## config.mk

```make
export PLATFORM = sky130hd
export DESIGN_NAME = vps_recip
export DESIGN_NICKNAME = d
export VERILOG_FILES = /design/src/hw/rtl/vps_pkg.sv /design/src/hw/rtl/vps_recip.sv
export SDC_FILE = /design/constraint.sdc
export NUM_CORES = 2
export LEC_CHECK = 0
export ABC_AREA = 1
export BUFFER_PORTS_ARGS = -buffer_cell sky130_fd_sc_hd__buf_4
export CELL_PAD_IN_SITES_DETAIL_PLACEMENT = 1
export CELL_PAD_IN_SITES_GLOBAL_PLACEMENT = 1
export CORE_MARGIN = 2
export CORE_UTILIZATION = 50
export CTS_BUF_LIST = sky130_fd_sc_hd__clkbuf_8
export CTS_CLUSTER_SIZE = 40
export DETAILED_ROUTE_END_ITERATION = 10
export PLACE_DENSITY_LB_ADDON = 0.1
export SLEW_MARGIN = 20
export SYNTH_ARGS = -nofsm -noshare
export SYNTH_HDL_FRONTEND = slang
export SYNTH_SLANG_ARGS = --single-unit
```

## constraint.sdc

```tcl
create_clock -name i_clk -period 6.2 [get_ports i_clk]
set_clock_uncertainty 0.1 [all_clocks]
set_input_delay 0.62 -clock i_clk [delete_from_list [all_inputs] [get_ports i_clk]]
set_output_delay 0.62 -clock i_clk [all_outputs]
set_load 0.005 [all_outputs]
```

## src/hw/rtl/vps_pkg.sv

```systemverilog
// Shared types, constants and helpers for the vertex projection pipeline.
package vps_pkg;

    // Register map
    localparam int REG_COUNT = 6;
    localparam int ADDR_W    = 6;
    localparam int DATA_W    = 64;

    localparam logic [2:0] REG_COEF_X_A = 3'd0;
    localparam logic [2:0] REG_COEF_X_B = 3'd1;
    localparam logic [2:0] REG_COEF_Y_A = 3'd2;
    localparam logic [2:0] REG_COEF_Y_B = 3'd3;
    localparam logic [2:0] REG_COEF_Z_A = 3'd4;
    localparam logic [2:0] REG_COEF_Z_B = 3'd5;

    // Arithmetic constants
    localparam logic signed [63:0] DEPTH_BIAS   = 64'sd196608;
    localparam logic signed [63:0] SCREEN_SCALE = 64'sd240;
    localparam logic signed [63:0] SCREEN_OFF_X = 64'sd20971520;
    localparam logic signed [63:0] SCREEN_OFF_Y = 64'sd15728640;
    localparam int FIX_SHIFT = 16;
    localparam int W_FRAC    = 28;

    // Reciprocal divider: 2^44 / |d| for |d| above 2^13 fits in 31 bits.
    localparam int DIV_STEP   = 2;
    localparam int DIV_STAGES = 16;
    localparam int QUO_W      = DIV_STEP * DIV_STAGES;
    localparam logic [31:0] SMALL_DEN = 32'd8192;
    localparam logic [31:0] REM_INIT  = 32'd4096;

    localparam logic signed [31:0] INT_MAX = 32'sh7fffffff;
    localparam logic signed [31:0] INT_MIN = 32'sh80000000;

    typedef logic [DATA_W-1:0] t_coef [REG_COUNT];

    typedef struct packed {
        logic signed [31:0] xt;
        logic signed [31:0] yt;
        logic signed [31:0] zt;
    } t_view;

    typedef struct packed {
        logic signed [31:0] xt;
        logic signed [31:0] yt;
        logic signed [31:0] w;
        logic               fault;
    } t_proj;

    // Clamp a wide signed value to the 32-bit signed range.
    function automatic logic signed [31:0] sat32(input logic signed [63:0] v);
        logic signed [31:0] r;
        if (v > 64'(INT_MAX)) begin
            r = INT_MAX;
        end else if (v < 64'(INT_MIN)) begin
            r = INT_MIN;
        end else begin
            r = v[31:0];
        end
        return r;
    endfunction

endpackage

```

## src/hw/rtl/vps_recip.sv

```systemverilog
// Depth bias and pipelined reciprocal: w = 2^44 / (z' + 3), clamped.
module vps_recip (
    input  logic            i_clk,
    input  logic            i_rst_n,
    input  logic            i_valid,
    input  vps_pkg::t_view  i_view,
    output logic            o_valid,
    output vps_pkg::t_proj  o_proj
);
    import vps_pkg::*;

    typedef struct packed {
        logic signed [31:0] xt;
        logic signed [31:0] yt;
        logic               neg;
        logic               tiny;
        logic               zero;
    } t_side;

    logic              r_vld  [DIV_STAGES+1];
    logic [31:0]       r_rem  [DIV_STAGES+1];
    logic [31:0]       r_den  [DIV_STAGES+1];
    logic [QUO_W-1:0]  r_quo  [DIV_STAGES+1];
    t_side             r_side [DIV_STAGES+1];
    logic signed [31:0] n_d;
    logic [31:0]       n_mag;
    logic              r_out_v;
    t_proj             r_proj;
    logic signed [31:0] n_w;

    // Entry stage: biased denominator, its magnitude and the special cases.
    always_comb begin
        n_d   = sat32(64'(i_view.zt) + DEPTH_BIAS);
        n_mag = n_d[31] ? 32'(-n_d) : n_d;
    end

    always_ff @(posedge i_clk) begin
        if (!i_rst_n) begin
            r_vld[0] <= 1'b0;
        end else begin
            r_vld[0] <= i_valid;
        end
    end

    always_ff @(posedge i_clk) begin
        r_rem[0]        <= REM_INIT;
        r_den[0]        <= n_mag;
        r_quo[0]        <= '0;
        r_side[0].xt    <= i_view.xt;
        r_side[0].yt    <= i_view.yt;
        r_side[0].neg   <= n_d[31];
        r_side[0].tiny  <= (n_mag <= SMALL_DEN);
        r_side[0].zero  <= (n_d == 32'sd0);
    end

    // Restoring division, DIV_STEP quotient bits per stage.
    for (genvar g = 0; g < DIV_STAGES; g++) begin : g_div
        logic [31:0]         rem_n;
        logic [DIV_STEP-1:0] qb_n;

        always_comb begin
            logic [32:0] t;
            rem_n = r_rem[g];
            qb_n  = '0;
            for (int b = DIV_STEP - 1; b >= 0; b--) begin
                t = {rem_n, 1'b0};
                if (t >= {1'b0, r_den[g]}) begin
                    t       = t - {1'b0, r_den[g]};
                    qb_n[b] = 1'b1;
                end
                rem_n = t[31:0];
            end
        end

        always_ff @(posedge i_clk) begin
            if (!i_rst_n) begin
                r_vld[g+1] <= 1'b0;
            end else begin
                r_vld[g+1] <= r_vld[g];
            end
        end

        always_ff @(posedge i_clk) begin
            r_rem[g+1]  <= rem_n;
            r_den[g+1]  <= r_den[g];
            r_quo[g+1]  <= {r_quo[g][QUO_W-1-DIV_STEP:0], qb_n};
            r_side[g+1] <= r_side[g];
        end
    end

    // Apply the sign, the clamp for small denominators and zero for a zero denominator.
    always_comb begin
        if (r_side[DIV_STAGES].zero) begin
            n_w = 32'sd0;
        end else if (r_side[DIV_STAGES].tiny) begin
            n_w = r_side[DIV_STAGES].neg ? INT_MIN : INT_MAX;
        end else if (r_side[DIV_STAGES].neg) begin
            n_w = $signed(32'(-r_quo[DIV_STAGES]));
        end else begin
            n_w = $signed(r_quo[DIV_STAGES][31:0]);
        end
    end

    always_ff @(posedge i_clk) begin
        if (!i_rst_n) begin
            r_out_v <= 1'b0;
        end else begin
            r_out_v <= r_vld[DIV_STAGES];
        end
    end

    always_ff @(posedge i_clk) begin
        r_proj.xt    <= r_side[DIV_STAGES].xt;
        r_proj.yt    <= r_side[DIV_STAGES].yt;
        r_proj.w     <= n_w;
        r_proj.fault <= r_side[DIV_STAGES].zero;
    end

    assign o_valid = r_out_v;
    assign o_proj  = r_proj;

endmodule

```

## Yosys cells after proc, flatten, opt, wreduce, memory -nomap -nowiden

Memories as Yosys holds them, arrays and structs flattened. A register that Yosys moved wholly into a read port is not among the register bits.
Index checks and enable logic that the tools add are counted.

| operators by class | value |
|---|---|
| add/subtract/negate cells | 35 |
| reductions and logical operators | 2 |
| bitwise operators | 17 |
| $lt $le $gt $ge | 35 |
| muxes and demuxes | 89 |

Operators by type and width:

| operator | count |
|---|---|
| $mux 32 | 38 |
| $ge 33x32->1 | 32 |
| $sub 32x32->32 | 32 |
| $neg 32->32 | 2 |
| $mux 1 | 51 |
| $add 32x19->33 const B | 1 |
| $gt 33x32->1 const B | 1 |
| $lt 33x32->1 const B | 1 |
| $le 32x14->1 const B | 1 |
| $logic_not 32->1 | 1 |
| $or 1x1->1 | 17 |
| $logic_not 1->1 | 1 |

| storage, ports and cells | value |
|---|---|
| register bits | 97 |
| memory bits (writable) | 2788 |
| memories | 5 |
| output and inout port bits | 98 |
| bits of input ports | 99 |

Memory list:

| name | words | width | read ports | clocked after Yosys merged registers in | wr ports | line | text |
|---|---|---|---|---|---|---|---|
| r_side | 17 | 67 | 17 | 0 | 17 | vps_recip.sv:24 | `t_side r_side [DIV_STAGES+1];` |
| r_den | 17 | 32 | 16 | 0 | 17 | vps_recip.sv:22 | `logic [31:0] r_den [DIV_STAGES+1];` |
| r_quo | 17 | 32 | 17 | 0 | 17 | vps_recip.sv:23 | `logic [QUO_W-1:0] r_quo [DIV_STAGES+1];` |
| r_rem | 17 | 32 | 16 | 0 | 17 | vps_recip.sv:21 | `logic [31:0] r_rem [DIV_STAGES+1];` |
| r_vld | 17 | 1 | 17 | 1 | 17 | vps_recip.sv:20 | `logic r_vld [DIV_STAGES+1];` |

## Logic depth before layout (Yosys ltp)

| depth | value |
|---|---|
| depth after elaboration | 7 |
| gate-level depth with buffers | 45 |
| gate-level depth less buffers | 43 |

## Worst setup path after synthesis

Ideal clock, no wire load.

| timing | value |
|---|---|
| path type | reg2reg |
| from | mem r_den[2][2] (netlist: r_den[0][66]) |
| to | mem r_rem[3][10] (netlist: r_rem[0][106]) |
| path slack | 1339 ps |
| stages on the path, launching flop included | 46 |
| buffers on the path | 4 |
| period minus slack after synthesis | 4861 ps |
| data arrival time | 4648 ps |
| required time | 5987 ps |
| cell sequence | dfxtp_1 inv_1 ha_1 nand2_1 nor3_1 nor2_1 o21ai_2 a21boi_2 o21ai_4 a31oi_2 o21bai_4 nand4_2 nand2_4 inv_2 buf_6 buf_2 nand2_1 nand2_1 [10 not listed] nand2_2 nand2_2 nand2_2 nand2_1 nand2_2 nand2_2 nand2_2 nand3_1 nand2_2 nand2_2 nand2_2 a21oi_2 nand2_4 inv_4 buf_8 buf_12 nand2_1 nand2_1 |

RTL lines:

| item | line |
|---|---|
| start: declaration | vps_recip.sv:22 |
| end: declaration | vps_recip.sv:21 |

==> PnR_summary.wiki <==
{| class="wikitable"
! Metric !! Value
|-
| Run status || finished with violations
|-
| Violations in the final reports || design-rule violations, max-capacitance violations, max-slew violations, negative setup slack
|-
| DRC errors left || 86
|-
| Die Footprint || 0.230 mm2
|-
| Floorplan die width || 480 um
|-
| Number of enable flip-flop cells after synthesis || 0
|-
| Number of clock buffers inserted by TritonCTS || 396
|-
| Maximum number of pins on one net before global-route repair || 55
|-
| Count of final hold-check violations || 0
|-
| Routed WL || 452000 um
|-
| Total gr overflow || 0
|-
| Share of layout cells above drive strength 1 || 0.0986
|-
| Longest individual stage delay on the worst path || 1510 ps
|-
| Tcrit/Tclk final || 1.34
|-
| 1st-iter DRT viols || 8517
|-
| Count of buffers inserted at the top-level ports || 196
|-
| Cell seen most often among critical-path stages || sky130_fd_sc_hd__nand2_1
|-
| First-pass GRT wire length || 643000 um
|-
| Hold_ws || 61.5 ps
|-
| Nets || 15325
|-
| Worst reg2reg path depth || 25
|-
| Post-DP HPWL || 299000 um
|-
| Via count of the first global-routing pass || 105283
|-
| Maximum Capacitance Violations || 2
|-
| Endpoint kind of the worst setup timing path || flop
|-
| Hold path startpoint || i_view[72]
|-
| Core ar. || 0.225 mm2
|-
| Total area of multi-input combinational cells || 0.0563 mm2
|-
| Hold path depth || 2
|-
| Final setup margin || -2090 ps
|-
| Number of vias per cell after detailed routing || 5.78
|-
| Mean instance size in the synthesized netlist || 8.35 um2
|-
| Initial DRT Pass Iterations || 11
|-
| Slew HR || -0.329
|-
| Register-to-register path setup slack || -2090 ps
|-
| Overall track demand over capacity in global routing || 0.363
|-
| Endpoint of the worst hold path || r_side[0][43]
|-
| Number of antenna-violating nets in the routed design || 0
|-
| Netlist Area Pre-Place || 0.113 mm2
|-
| TritonCTS clock tree || done
|-
| WP data arrival || 9130 ps
|-
| Adder and majority gate portion of the synthesized area || 0.111
|-
| Fillers || 26623
|-
| Final number of max-transition violations || 6
|-
| Starting density of the core || 0.503
|-
| Number of buffers between clock root and the deepest sink || 4
|-
| Ys flop type || sky130_fd_sc_hd__dfxtp_1
|-
| Latest clock arrival within the worst-skew pair || 1270 ps
|-
| Area fraction in compound gates after synthesis || 0.143
|-
| Number of standard cells after synthesis || 13562
|-
| Main combinational cell family by area after synthesis || simple AND/OR/NAND/NOR gates
|-
| Crit Path Max Fanout || 32
|-
| Ys async rst share || 0
|-
| Number of primary I/O pins || 197
|-
| Initial antenna violation count || 65
|-
| Num rows || 174
|-
| Area growth from synthesis to final layout || 14.0%
|-
| Hold WC Path Type || input pin to flop
|-
| Post-synthesis share of cell area spent on xor and xnor gates || 0.0680
|-
| Reg-to-reg critical path endpoint || r_rem[0][341]
|-
| Launching element type of the critical path || flop
|-
| Required time of the critical path || 7040 ps
|-
| Number of setup violations in the final report || 37
|-
| Number of library cell types mapped by synthesis || 80
|-
| FF-to-FF Start || r_den[0][295]
|-
| H-tree level count || 5
|-
| Shortest clock period the worst path allows after layout || 8290 ps
|-
| Slew at the pin closest to its max-slew limit || 1970 ps
|-
| Placer Congestion || 0.967
|-
| Number of warnings reported in the yosys synthesis log || 0
|-
| Multiplexer share of the synthesized area || 0.000122
|-
| Average wire length per cell after detail routing || 25.7 um
|-
| Worst-path clk slew || 90 ps
|-
| Critical-path top delay cell || sky130_fd_sc_hd__o21ai_0
|-
| Vias || 101497
|-
| Synthesis-stage register bit count || 2518
|-
| Flip-flop and latch area || 0.0504 mm2
|-
| Simple-gate area share of the yosys netlist || 0.170
|-
| FMAX || 121 MHz
|-
| Die Span Y || 480 um
|-
| Sink Count || 2518
|-
| Sequential fraction of the synthesis area || 0.445
|-
| Net Count, Synth || 14658
|-
| Worst Path Class, Setup || flop to flop
|-
| Clk root buf || sky130_fd_sc_hd__clkbuf_8
|}
==> cells by family (layout without fill, tap and decap cells) <==
group / Yosys count / count (layout)
other cells: 0 / 43
fa+ha+maj: 997 / 997
simple gates: 4622 / 4624
xor+xnor: 878 / 878
mux: 1 / 1
compound gates: 2808 / 2810
flops: 2518 / 2518
buf+inv: 1738 / 2700
==> cell usage in the layout (no fill, tap or decap), types with 35 or more instances in the layout <==
cell type                       instances
sky130_fd_sc_hd__nand3_1              430
sky130_fd_sc_hd__dfxtp_1             2502
sky130_fd_sc_hd__xnor2_1              438
sky130_fd_sc_hd__buf_4                325
sky130_fd_sc_hd__nand4_1               93
sky130_fd_sc_hd__clkbuf_8             485
sky130_fd_sc_hd__o21ai_2               85
sky130_fd_sc_hd__xor2_1               436
sky130_fd_sc_hd__inv_2                 35
sky130_fd_sc_hd__a21boi_1              41
sky130_fd_sc_hd__nor2_1               750
sky130_fd_sc_hd__nor3_1                96
sky130_fd_sc_hd__or2_2                 38
sky130_fd_sc_hd__a21boi_0              39
sky130_fd_sc_hd__nand2_1             2963
sky130_fd_sc_hd__diode_2               43
sky130_fd_sc_hd__inv_1               1572
sky130_fd_sc_hd__nand2_2               72
sky130_fd_sc_hd__o21ai_0              667
sky130_fd_sc_hd__a21o_1                47
sky130_fd_sc_hd__clkinv_2              45
sky130_fd_sc_hd__a21oi_1             1134
sky130_fd_sc_hd__o21ai_1              289
sky130_fd_sc_hd__dlygate4sd3_1        134
sky130_fd_sc_hd__o21a_1                78
sky130_fd_sc_hd__nor4_1                67
sky130_fd_sc_hd__a31oi_1              115
sky130_fd_sc_hd__ha_1                 967
sky130_fd_sc_hd__o211ai_1              41
==> worst max-delay path: cells and delay by family (launching register included) <==
family,cells,cell delay [ps]
compound gates,9,3630
xor+xnor,1,160
fa+ha+maj,2,1200
buf+inv,5,760
flops,1,450
simple gates,8,1770
==> sequential cells by signal, indices dropped and copies added (netlist names) <==
register / flops
o_valid: 1
r_den: 512
r_side: 1139
r_vld: 17
r_rem: 480
r_quo: 272
o_proj: 97
==> layout make-up <==
class | instances | share of cell area
timing repair buffer | 489 | 0.0334
clock buffer | 485 | 0.0517
tap | 2992 | 0.0290
antenna | 43 | 0.000834
clock inverter | 212 | 0.0131
sequential | 2518 | 0.391
multi-input combinational | 9310 | 0.436
timing repair inverter | 1 | 0.0000388
inverter | 1513 | 0.0446
==> cells in the mapped netlist (78+ instances only) <==
library cell	number	area, um2
sky130_fd_sc_hd__nand4_1	93	582
sky130_fd_sc_hd__ha_1	982	12300
sky130_fd_sc_hd__buf_2	105	526
sky130_fd_sc_hd__xor2_1	437	3830
sky130_fd_sc_hd__xnor2_1	440	3850
sky130_fd_sc_hd__o21a_1	78	586
sky130_fd_sc_hd__dfxtp_1	2518	50400
sky130_fd_sc_hd__inv_1	1467	5510
sky130_fd_sc_hd__a21oi_1	1145	5730
sky130_fd_sc_hd__nand3_1	430	2150
sky130_fd_sc_hd__o21ai_1	282	1410
sky130_fd_sc_hd__nand2_1	2970	11100
sky130_fd_sc_hd__nor3_1	99	495
sky130_fd_sc_hd__o21ai_0	698	3490
sky130_fd_sc_hd__a31oi_1	117	732
sky130_fd_sc_hd__nor2_1	752	2820
==> worst max-delay path by stage <==
stage,startpoint,end,slack [ps],cells past startpoint
floorplan,r_den[0][66],r_rem[0][106],1340,45
CTS,r_den[0][226],r_rem[0][286],-0.1,35
global route,r_den[0][295],r_rem[0][338],-2020,24
detailed placement,r_den[0][225],r_rem[0][284],-210,34
global placement,r_den[0][225],r_rem[0][286],-130,34
finish,r_den[0][295],r_rem[0][341],-2090,25
==> through the flow <==
stage          cells  area, um2  TNS, ps  setup slack, ps   util
2_1_floorplan  13562     113000        0             1340      -
3_3_place_gp   16650     118000     -558             -127  0.525
3_5_place_dp   16650     118000    -4130             -215  0.525
4_1_cts        17484     128000   -0.124           -0.124  0.569
5_1_grt        17532     129000   -59540            -2020  0.574
6_report       17563     129000   -55580            -2090  0.574
==> layer usage <==
| metal | up-vias | track usage | wire length, um |
|---|---|---|---|
| met2 | 4623 | 0.588 | 201000 |
| met1 | 48784 | 0.453 | 185000 |
| met5 | - | 0 | 444 |
| li1 | 46144 | - | - |
| met3 | 1910 | 0.0695 | 33500 |
| met4 | 36 | 0.203 | 30800 |
==> timing repair <==
action	in CTS	in global routing
gates cloned	0	7
hold buffers	134	0
resized for setup	9	211
endpoints found under the setup margin	48	413
hold endpoints to repair	99	0
setup buffers	3	27
pin swaps	2	26
Power is left out: the tool's default activity adds up to more than one toggle a clock period on the data nets, which glitch-free logic cannot reach.
